<file path="config.mk">
export PLATFORM = sky130hd
export DESIGN_NAME = backlight_fade_engine
export DESIGN_NICKNAME = d
export VERILOG_FILES = /design/src/sv/bfe_pkg.sv /design/src/sv/bfe_muldiv.sv /design/src/sv/backlight_fade_engine.sv
export SDC_FILE = /design/constraint.sdc
export NUM_CORES = 1
export LEC_CHECK = 0
export BUFFER_PORTS_ARGS = -buffer_cell sky130_fd_sc_hd__buf_4
export CORE_ASPECT_RATIO = 0.75
export CORE_MARGIN = 4
export CORE_UTILIZATION = 30
export DETAILED_ROUTE_END_ITERATION = 7
export GPL_TIMING_DRIVEN = 0
export PLACE_DENSITY = 0.53
export SLEW_MARGIN = 20
export SYNTH_ARGS = -nofsm -noshare
export SYNTH_HDL_FRONTEND = slang
export SYNTH_SLANG_ARGS = --single-unit
</file>
<file path="constraint.sdc">
create_clock -name clk -period 11.1 [get_ports clk]
set_input_delay 0.555 -clock clk [delete_from_list [all_inputs] [get_ports clk]]
set_output_delay 0.555 -clock clk [all_outputs]
set_load 0.005 [all_outputs]
</file>
<file path="src/sv/bfe_pkg.sv">
package bfe_pkg;

  // field widths
  localparam int MS_W       = 16;
  localparam int PCT_W      = 7;
  localparam int DUTY_OUT_W = 10;
  localparam int BLEND_W    = 8;
  localparam int CMD_W      = 3;
  localparam int TIME_W     = 32;
  localparam int LVL_W      = 8;
  localparam int CFG_DW     = 32;
  localparam int CFG_AW     = 4;

  // fixed values
  localparam logic [PCT_W-1:0]   PCT_FULL   = 7'd100;
  localparam logic [BLEND_W-1:0] BLEND_FULL = 8'd255;

  // register reset values
  localparam logic [MS_W-1:0]  FADE_DOWN_RST = 16'd5000;
  localparam logic [MS_W-1:0]  FADE_UP_RST   = 16'd1000;
  localparam logic [PCT_W-1:0] DIM_RST       = 7'd30;
  localparam logic [PCT_W-1:0] BRIGHT_RST    = 7'd100;

  // command codes
  localparam logic [CMD_W-1:0] CMD_TICK        = 3'd0;
  localparam logic [CMD_W-1:0] CMD_FADE_DIM    = 3'd1;
  localparam logic [CMD_W-1:0] CMD_FADE_BRIGHT = 3'd2;
  localparam logic [CMD_W-1:0] CMD_SET_LEVEL   = 3'd3;
  localparam logic [CMD_W-1:0] CMD_CANCEL      = 3'd4;

  // register indexes (word address)
  localparam logic [1:0] REG_FADE_DOWN = 2'd0;
  localparam logic [1:0] REG_FADE_UP   = 2'd1;
  localparam logic [1:0] REG_DIM       = 2'd2;
  localparam logic [1:0] REG_BRIGHT    = 2'd3;

  typedef enum logic [3:0] {
    S_IDLE,
    S_FROM,
    S_TO,
    S_STEP,
    S_BLEND,
    S_SET,
    S_APPLY,
    S_LEVEL,
    S_WAIT,
    S_OUT
  } state_t;

  typedef enum logic [2:0] {
    OP_FROM,
    OP_TO,
    OP_INTERP,
    OP_BLEND,
    OP_SET,
    OP_LEVEL
  } op_t;

endpackage

</file>
<file path="src/sv/bfe_muldiv.sv">
// (a * b + addend) / divisor, one quotient bit per cycle
module bfe_muldiv import bfe_pkg::*; #(
  parameter int QW = 10
) (
  input  logic            clk,
  input  logic            rst,
  input  logic            start,
  input  logic [QW-1:0]   a,
  input  logic [MS_W-1:0] b,
  input  logic [QW-1:0]   addend,
  input  logic [MS_W-1:0] divisor,
  output logic            done,
  output logic [QW-1:0]   quotient
);

  localparam int CNT_W = $clog2(QW + 1);

  logic [MS_W-1:0]  rem;
  logic [QW-1:0]    low;
  logic [MS_W-1:0]  dvs;
  logic             busy;
  logic [CNT_W-1:0] cnt;

  logic [MS_W:0]    trial;
  logic             ge;
  logic [MS_W:0]    diff;
  logic [MS_W+QW-1:0] prod;

  // product and addend land in the remainder / dividend shift pair
  assign prod  = (MS_W+QW)'(a) * (MS_W+QW)'(b) + (MS_W+QW)'(addend);

  // one restoring step
  assign trial = {rem, low[QW-1]};
  assign ge    = trial >= {1'b0, dvs};
  assign diff  = trial - {1'b0, dvs};

  always_ff @(posedge clk) begin
    if (rst) begin
      busy <= 1'b0;
      done <= 1'b0;
      cnt  <= '0;
    end else begin
      done <= 1'b0;
      if (start) begin
        busy <= 1'b1;
        cnt  <= '0;
      end else if (busy) begin
        cnt <= cnt + 1'b1;
        if (cnt == CNT_W'(QW - 1)) begin
          busy <= 1'b0;
          done <= 1'b1;
        end
      end
    end
  end

  // datapath
  always_ff @(posedge clk) begin
    if (start) begin
      rem <= prod[MS_W+QW-1:QW];
      low <= prod[QW-1:0];
      dvs <= divisor;
    end else if (busy) begin
      rem <= ge ? diff[MS_W-1:0] : trial[MS_W-1:0];
      low <= {low[QW-2:0], ge};
    end
  end

  assign quotient = low;

endmodule

</file>
<file path="src/sv/backlight_fade_engine.sv">
// Backlight fade engine: linear PWM duty fade between a bright and a dim level.
// Input channel (in_valid/in_ready) takes one command with a millisecond time
// stamp and a level percent; the output channel (out_valid/out_ready) returns
// exactly one result per command: duty, write strobe, crossfade blend and flags.
// Registers sit on an APB-style port: fade_down_ms at 0x0, fade_up_ms at 0x4,
// dim_percent at 0x8, bright_percent at 0xC; write them only while idle.
// One command is worked on at a time. Every multiply/divide goes through a
// single bit-serial divider with a W-bit quotient, W being the
// width of DUTY_MAX (10 bits by default). A mid-fade tick that moves the duty
// costs three operations (interpolation, blend, percent readback); a fade
// start adds two more for the end-point duties; set level costs up to two
// and cancel and ignored commands none.
// The result waits in an output register; a new command is taken once the
// previous result is loaded there, and a stalled receiver holds the engine
// only when a further result is ready to be loaded.
// Synchronous reset restores register defaults, stops any fade, marks the
// duty as not yet applied and sets the percent readback to 100.
module backlight_fade_engine import bfe_pkg::*; #(
  parameter int DUTY_MAX = 1023
) (
  input  logic                  clk,
  input  logic                  rst,
  // apb
  input  logic                  psel,
  input  logic                  penable,
  input  logic                  pwrite,
  input  logic [CFG_AW-1:0]     paddr,
  input  logic [CFG_DW-1:0]     pwdata,
  output logic [CFG_DW-1:0]     prdata,
  output logic                  pready,
  // command channel
  input  logic                  in_valid,
  output logic                  in_ready,
  input  logic [CMD_W-1:0]      command,
  input  logic [TIME_W-1:0]     time_ms,
  input  logic [LVL_W-1:0]      level_percent,
  // result channel
  output logic                  out_valid,
  input  logic                  out_ready,
  output logic [DUTY_OUT_W-1:0] duty,
  output logic                  duty_write,
  output logic [BLEND_W-1:0]    blend,
  output logic                  blend_on_dim_view,
  output logic                  fade_done,
  output logic                  fade_running,
  output logic [PCT_W-1:0]      brightness_percent
);

  localparam int DW = $clog2(DUTY_MAX + 1);
  localparam logic [DW-1:0]   DUTY_MAX_Q  = DW'(DUTY_MAX);
  localparam logic [DW-1:0]   DUTY_HALF_Q = DW'(DUTY_MAX / 2);
  localparam logic [MS_W-1:0] DUTY_MAX_D  = MS_W'(DUTY_MAX);

  // configuration
  logic [MS_W-1:0]  fade_down_ms;
  logic [MS_W-1:0]  fade_up_ms;
  logic [PCT_W-1:0] dim_percent;
  logic [PCT_W-1:0] bright_percent;

  // fade state
  state_t state, state_next;
  op_t    op_r;
  logic              fading;
  logic              toward_dim;
  logic              is_dimmed;
  logic [TIME_W-1:0] fade_start_time;
  logic [DW-1:0]     from_duty;
  logic [DW-1:0]     to_duty;
  logic [DW-1:0]     applied_duty;
  logic              applied_valid;
  logic [PCT_W-1:0]  level_now;

  // per-command scratch
  logic [TIME_W-1:0]  now_r;
  logic [LVL_W-1:0]   lvl_r;
  logic [MS_W-1:0]    el_r;
  logic [DW-1:0]      cand;
  logic [BLEND_W-1:0] blend_r;
  logic               wrote_r;
  logic               stepped_r;
  logic               step_td_r;
  logic               done_r;

  // divider hookup
  logic            div_start;
  logic            div_done;
  logic [DW-1:0]   div_a;
  logic [MS_W-1:0] div_b;
  logic [DW-1:0]   div_add;
  logic [MS_W-1:0] div_d;
  logic [DW-1:0]   div_q;

  logic              cfg_wr;
  logic              fade_ok;
  logic              in_xfer;
  logic              load_out;
  logic [PCT_W-1:0]  cur_pct;
  logic [PCT_W-1:0]  dim_c;
  logic [PCT_W-1:0]  bright_c;
  logic [PCT_W-1:0]  from_pct;
  logic [PCT_W-1:0]  to_pct;
  logic [PCT_W-1:0]  lvl_c;
  logic [MS_W-1:0]   dur;
  logic [TIME_W-1:0] el_raw;
  logic              el_end;
  logic [MS_W-1:0]   el_c;
  logic              rising;
  logic [DW-1:0]     span;
  logic [DW+DUTY_OUT_W-1:0] duty_ext;

  // apb port
  assign pready = 1'b1;
  assign cfg_wr = psel & penable & pwrite;

  always_ff @(posedge clk) begin
    if (rst) begin
      fade_down_ms   <= FADE_DOWN_RST;
      fade_up_ms     <= FADE_UP_RST;
      dim_percent    <= DIM_RST;
      bright_percent <= BRIGHT_RST;
    end else if (cfg_wr) begin
      unique case (paddr[3:2])
        REG_FADE_DOWN: fade_down_ms   <= pwdata[MS_W-1:0];
        REG_FADE_UP:   fade_up_ms     <= pwdata[MS_W-1:0];
        REG_DIM:       dim_percent    <= pwdata[PCT_W-1:0];
        REG_BRIGHT:    bright_percent <= pwdata[PCT_W-1:0];
      endcase
    end
  end

  always_comb begin
    unique case (paddr[3:2])
      REG_FADE_DOWN: prdata = CFG_DW'(fade_down_ms);
      REG_FADE_UP:   prdata = CFG_DW'(fade_up_ms);
      REG_DIM:       prdata = CFG_DW'(dim_percent);
      REG_BRIGHT:    prdata = CFG_DW'(bright_percent);
    endcase
  end

  // command decode at the input transfer
  assign in_xfer = in_valid & in_ready;
  assign fade_ok = ~fading & (((command == CMD_FADE_DIM) & ~is_dimmed) |
                              ((command == CMD_FADE_BRIGHT) & is_dimmed));

  // percent clamps and fade end points
  assign cur_pct  = (level_now > PCT_FULL) ? PCT_FULL : level_now;
  assign dim_c    = (dim_percent > PCT_FULL) ? PCT_FULL : dim_percent;
  assign bright_c = (bright_percent > PCT_FULL) ? PCT_FULL : bright_percent;
  assign from_pct = (toward_dim || cur_pct >= dim_c) ? cur_pct : dim_c;
  assign to_pct   = toward_dim ? dim_c : bright_c;
  assign lvl_c    = (lvl_r > LVL_W'(PCT_FULL)) ? PCT_FULL : lvl_r[PCT_W-1:0];

  // elapsed time, wrapped and clamped to the duration
  assign dur    = toward_dim ? fade_down_ms : fade_up_ms;
  assign el_raw = now_r - fade_start_time;
  assign el_end = (dur == '0) || (el_raw >= TIME_W'(dur));
  assign el_c   = el_end ? dur : el_raw[MS_W-1:0];
  assign rising = to_duty >= from_duty;
  assign span   = rising ? (to_duty - from_duty) : (from_duty - to_duty);

  // next state
  always_comb begin
    state_next = state;
    unique case (state)
      S_IDLE: begin
        if (in_valid) begin
          if (fade_ok) begin
            state_next = S_FROM;
          end else begin
            case (command) inside
              CMD_TICK, CMD_FADE_DIM, CMD_FADE_BRIGHT:
                state_next = fading ? S_STEP : S_OUT;
              CMD_SET_LEVEL: state_next = S_SET;
              default:       state_next = S_OUT;
            endcase
          end
        end
      end
      S_FROM:  state_next = S_WAIT;
      S_TO:    state_next = S_WAIT;
      S_STEP:  state_next = el_end ? S_APPLY : S_WAIT;
      S_BLEND: state_next = S_WAIT;
      S_SET:   state_next = S_WAIT;
      S_APPLY: state_next = (applied_valid && cand == applied_duty) ? S_OUT : S_LEVEL;
      S_LEVEL: state_next = S_WAIT;
      S_WAIT: begin
        if (div_done) begin
          unique case (op_r)
            OP_FROM:   state_next = S_TO;
            OP_TO:     state_next = S_STEP;
            OP_INTERP: state_next = S_BLEND;
            OP_BLEND:  state_next = S_APPLY;
            OP_SET:    state_next = S_APPLY;
            OP_LEVEL:  state_next = S_OUT;
          endcase
        end
      end
      S_OUT: state_next = (!out_valid || out_ready) ? S_IDLE : S_OUT;
    endcase
  end

  // state outputs and divider operands
  always_comb begin
    in_ready  = 1'b0;
    div_start = 1'b0;
    load_out  = 1'b0;
    div_a     = DUTY_MAX_Q;
    div_b     = MS_W'(from_pct);
    div_add   = '0;
    div_d     = MS_W'(PCT_FULL);
    unique case (state)
      S_IDLE: in_ready = 1'b1;
      S_FROM: div_start = 1'b1;
      S_TO: begin
        div_start = 1'b1;
        div_b     = MS_W'(to_pct);
      end
      S_SET: begin
        div_start = 1'b1;
        div_b     = MS_W'(lvl_c);
      end
      S_STEP: begin
        div_start = ~el_end;
        div_a     = span;
        div_b     = el_c;
        div_d     = dur;
      end
      S_BLEND: begin
        div_start = 1'b1;
        div_a     = DW'(BLEND_FULL);
        div_b     = el_r;
        div_d     = dur;
      end
      S_LEVEL: begin
        div_start = 1'b1;
        div_a     = applied_duty;
        div_b     = MS_W'(PCT_FULL);
        div_add   = DUTY_HALF_Q;
        div_d     = DUTY_MAX_D;
      end
      S_OUT:   load_out = ~out_valid | out_ready;
      default: ;
    endcase
  end

  always_ff @(posedge clk) begin
    if (rst) begin
      state <= S_IDLE;
    end else begin
      state <= state_next;
    end
  end

  // fade state and per-command results
  always_ff @(posedge clk) begin
    if (rst) begin
      op_r            <= OP_FROM;
      fading          <= 1'b0;
      toward_dim      <= 1'b0;
      is_dimmed       <= 1'b0;
      fade_start_time <= '0;
      from_duty       <= '0;
      to_duty         <= '0;
      applied_duty    <= '0;
      applied_valid   <= 1'b0;
      level_now       <= PCT_FULL;
      wrote_r         <= 1'b0;
      stepped_r       <= 1'b0;
      step_td_r       <= 1'b0;
      done_r          <= 1'b0;
    end else begin
      unique case (state)
        S_IDLE: begin
          if (in_xfer) begin
            now_r     <= time_ms;
            lvl_r     <= level_percent;
            wrote_r   <= 1'b0;
            stepped_r <= 1'b0;
            done_r    <= 1'b0;
            if (fade_ok) begin
              applied_valid   <= 1'b0;
              fading          <= 1'b1;
              toward_dim      <= (command == CMD_FADE_DIM);
              fade_start_time <= time_ms;
            end else if (command == CMD_CANCEL) begin
              fading     <= 1'b0;
              toward_dim <= 1'b0;
            end
          end
        end
        S_FROM: op_r <= OP_FROM;
        S_TO:   op_r <= OP_TO;
        S_SET:  op_r <= OP_SET;
        S_STEP: begin
          op_r      <= OP_INTERP;
          el_r      <= el_c;
          stepped_r <= 1'b1;
          step_td_r <= toward_dim;
          if (el_end) begin
            cand       <= to_duty;
            blend_r    <= toward_dim ? BLEND_FULL : '0;
            done_r     <= 1'b1;
            is_dimmed  <= toward_dim;
            fading     <= 1'b0;
            toward_dim <= 1'b0;
          end
        end
        S_BLEND: op_r <= OP_BLEND;
        S_APPLY: begin
          if (!(applied_valid && cand == applied_duty)) begin
            applied_duty  <= cand;
            applied_valid <= 1'b1;
            wrote_r       <= 1'b1;
          end
        end
        S_LEVEL: op_r <= OP_LEVEL;
        S_WAIT: begin
          if (div_done) begin
            unique case (op_r)
              OP_FROM:   from_duty <= div_q;
              OP_TO:     to_duty   <= div_q;
              OP_INTERP: cand      <= rising ? (from_duty + div_q) : (from_duty - div_q);
              OP_BLEND:  blend_r   <= toward_dim ? div_q[BLEND_W-1:0]
                                                 : (BLEND_FULL - div_q[BLEND_W-1:0]);
              OP_SET:    cand      <= div_q;
              OP_LEVEL:  level_now <= div_q[PCT_W-1:0];
            endcase
          end
        end
        default: ;
      endcase
    end
  end

  bfe_muldiv #(
    .QW(DW)
  ) u_muldiv (
    .clk      (clk),
    .rst      (rst),
    .start    (div_start),
    .a        (div_a),
    .b        (div_b),
    .addend   (div_add),
    .divisor  (div_d),
    .done     (div_done),
    .quotient (div_q)
  );

  // result register
  assign duty_ext = {{DUTY_OUT_W{1'b0}}, applied_duty};

  always_ff @(posedge clk) begin
    if (rst) begin
      out_valid <= 1'b0;
    end else if (load_out) begin
      out_valid <= 1'b1;
    end else if (out_ready) begin
      out_valid <= 1'b0;
    end
  end

  always_ff @(posedge clk) begin
    if (load_out) begin
      duty               <= duty_ext[DUTY_OUT_W-1:0];
      duty_write         <= wrote_r;
      blend              <= stepped_r ? blend_r : (is_dimmed ? BLEND_FULL : '0);
      blend_on_dim_view  <= stepped_r & ~step_td_r;
      fade_done          <= done_r;
      fade_running       <= fading;
      brightness_percent <= level_now;
    end
  end

endmodule

</file>
==> flow_metrics.tcl <==
set metrics [dict create \
    crit_slowest_cell "mux2i_2" \
    diodes 0 \
    grt_first_pass_wirelength_mm 119 \
    synth_area_leaders "edfxtp_1 19%, dfxtp_1 12%, fa_1 11%" \
    worst_ep_arrival_time_ps 11150 \
    synth_edf_count 145 \
    vias 20125 \
    cpMostUsedCell "fa_1" \
    die_w_um 329 \
    cts_root_buffer "clkbuf_16" \
    gp_congestion 0.934 \
    cp_data_required_time_ps 11410 \
    holdWs_ps 145 \
    ctsHoldBuffers 0 \
    drive_gt1_frac 0.112 \
    core_area_um2 75900 \
    fp-row-count 87 \
    clk_pin_slew_ps 70 \
    synthArstFlopShare 0 \
    syn_area_per_cell_um2 8.75 \
    syn_to_final_growth_pct 16.2 \
    drv_cap 0 \
    worst_pin_slew_ps 1060 \
    cts_buffers 30 \
    grt-ovfl-total 0 \
    grt_start_max_net_pins 27 \
    synth_warnings 0 \
    status "finished, final reports clean" \
    max_freq_mhz 92.2 \
    synth_top_cell_by_area "edfxtp_1" \
    synthDominantCellAreaShare 0.188 \
    antenna_found_initial 5 \
    io_buffers 113 \
    postRouteAntennaNets 0 \
    drv_slew 0 \
    hpwl_mm 63.3 \
    slew-limit-headroom 0.274 \
    start_kind "flop" \
    ctsHtreeMaxLevel 1 \
    clockBufferDepth 3 \
    fin_crit_ps 10840 \
    syn_inst 2647 \
    postSynthRegisterBits 282 \
    track_usage 0.188 \
    wirelength_mm 79.0 \
    fin_nets 3205 \
    initial_core_util 0.305 \
    n_fill_cell 7945 \
    cp_slowest_stage_delay_ps 600 \
    clkSinkCount 282 \
    worst-path-max-fanout 10 \
    ys_seq_area_frac 0.306 \
    firstDrtPassIters 5 \
    min_period_over_period 0.977 \
    pin_count 150 \
    hold_violations 0 \
    routed_via_density 5.20 \
    min_path_type "input pin to flop" \
    drt_drc_violations_left 0 \
    critPathCaptureType "flop" \
    path_class "flop to flop" \
    synth_cell_type_count 89 \
    finalSetupViolCount 0 \
    dieArea_um2 81800 \
    skew_ps 21.9 \
    drt_iter0_drc 2051 \
    cts_tree "done" \
    wl_per_cell_um 20.4 \
    ys.flop_type "edfxtp_1" \
    grt_pass1_vias 18670 \
    insertion_delay_ps 600 \
    dieHeight_um 249 \
    syn_area_um2 23200 \
]
[per-layer routing]
layer | share of wire | global-route usage
met2 | 0.39 | 0.261
met1 | 0.50 | 0.302
met5 | 0 | 0
met4 | 0.011 | 0.0191
met3 | 0.091 | 0.0382
[cells in the mapped netlist, types with 8 or more instances]
cell	number
a211o_1	15
a211oi_1	25
a21boi_0	8
a21o_1	32
a21oi_1	236
a311oi_1	12
a31oi_1	15
and2_1	30
and3_1	17
buf_1	9
buf_2	8
buf_4	20
clkbuf_1	100
dfxtp_1	137
edfxtp_1	145
fa_1	124
ha_1	172
inv_1	275
mux2_2	21
mux2i_1	90
nand2_1	298
nand2b_1	16
nand3_1	64
nand3b_1	16
nand4_1	29
nor2_1	206
nor2b_1	24
nor3_1	44
nor4_1	20
o211ai_1	24
o21a_1	21
o21ai_0	151
o21bai_1	9
o31ai_1	10
or3_1	13
xnor2_1	48
xor2_1	40
[sequential cells by signal (all words and copies together) (netlist names), 3 cells and up]
register,cells
u_muldiv.dvs,16
fade_start_time,32
now_r,32
cand,10
applied_duty,10
bright_percent,7
dim_percent,7
op_r,3
u_muldiv.cnt,4
fade_down_ms,16
blend,8
fade_up_ms,16
level_now,7
u_muldiv.rem,16
duty,10
lvl_r,8
state,4
el_r,16
blend_r,8
u_muldiv.quotient,10
from_duty,10
brightness_percent,7
to_duty,10
[worst paths after layout]
check,start,endpoint,slack (ps),cells after the start
max,toward_dim$_SDFFE_PP0P_,u_muldiv.rem[15]$_DFFE_PP_,260,36
min,time_ms[21],now_r[21]$_DFFE_PP_,140,1
max reg2reg,toward_dim$_SDFFE_PP0P_,u_muldiv.rem[15]$_DFFE_PP_,260,36
min reg2reg,fade_start_time[16]$_SDFFE_PP0P_,fade_start_time[16]$_SDFFE_PP0P_,460,2
[layout make-up]
class / count / area, um2 / share of cell area
clock buffer: 42 / 898 / 0.0334
inverter: 276 / 1040 / 0.0385
buffer: 139 / 634 / 0.0236
tap: 1023 / 1280 / 0.0476
sequential: 282 / 7100 / 0.264
timing repair buffer: 129 / 1030 / 0.0383
clock inverter: 14 / 138 / 0.00511
multi-input combinational: 1965 / 14800 / 0.550
[placed cells by master, fill, tap and decap left out, types with 17 or more instances in the layout]
master	count
and2_1	30
edfxtp_1	145
a21o_1	32
a211oi_1	24
nand4_1	29
o211ai_1	24
inv_1	275
clkbuf_1	103
conb_1	17
nor2_1	203
buf_4	144
nor3_1	41
mux2_2	21
o21ai_0	131
nand2_1	298
dfxtp_1	137
o21a_1	21
xor2_1	39
ha_1	167
mux2i_1	84
fa_1	124
nand3_1	61
clkbuf_16	32
a21oi_1	232
nor2b_1	24
xnor2_1	46
[critical path, delay by kind of cell (launching register included)]
| family | cells | cell delay (ps) |
|---|---|---|
| mux | 1 | 600 |
| compound gates | 12 | 2790 |
| fa+ha+maj | 7 | 3290 |
| simple gates | 7 | 1320 |
| buf+inv | 8 | 1900 |
| flops | 1 | 430 |
| xor+xnor | 1 | 160 |
[per-stage QoR]
stage / util / setup TNS (ps) / cells / worst slack (ps) / cell area [um2]
floorplan: - / 0 / 2662 / 1840 / 23200
global placement: 0.334 / -3420 / 3798 / -1190 / 25400
detailed placement: 0.336 / -3610 / 3804 / -1220 / 25500
CTS: 0.351 / 0 / 3860 / 6.60 / 26600
global route: 0.355 / -38.9 / 3870 / -25.7 / 26900
finish: 0.355 / 0 / 3870 / 258 / 26900
[timing repair]
action | CTS | global route
gates resized for setup | 24 | 64
pin swaps | 1 | 11
endpoints found under the setup margin | 9 | 8
setup buffers | 0 | 10
[kinds of logic after synthesis]
| logic type | share of synthesized area |
|---|---|
| simple gates | 0.168 |
| compound gates | 0.165 |
| buf+inv | 0.0713 |
| fa+ha+maj | 0.200 |
| flops | 0.306 |
| mux | 0.0559 |
| xor+xnor | 0.0333 |
| other cells | 0.000324 |
Power is left out: the tool's default activity adds up to more than one toggle a clock period on the data nets, which glitch-free logic cannot reach.
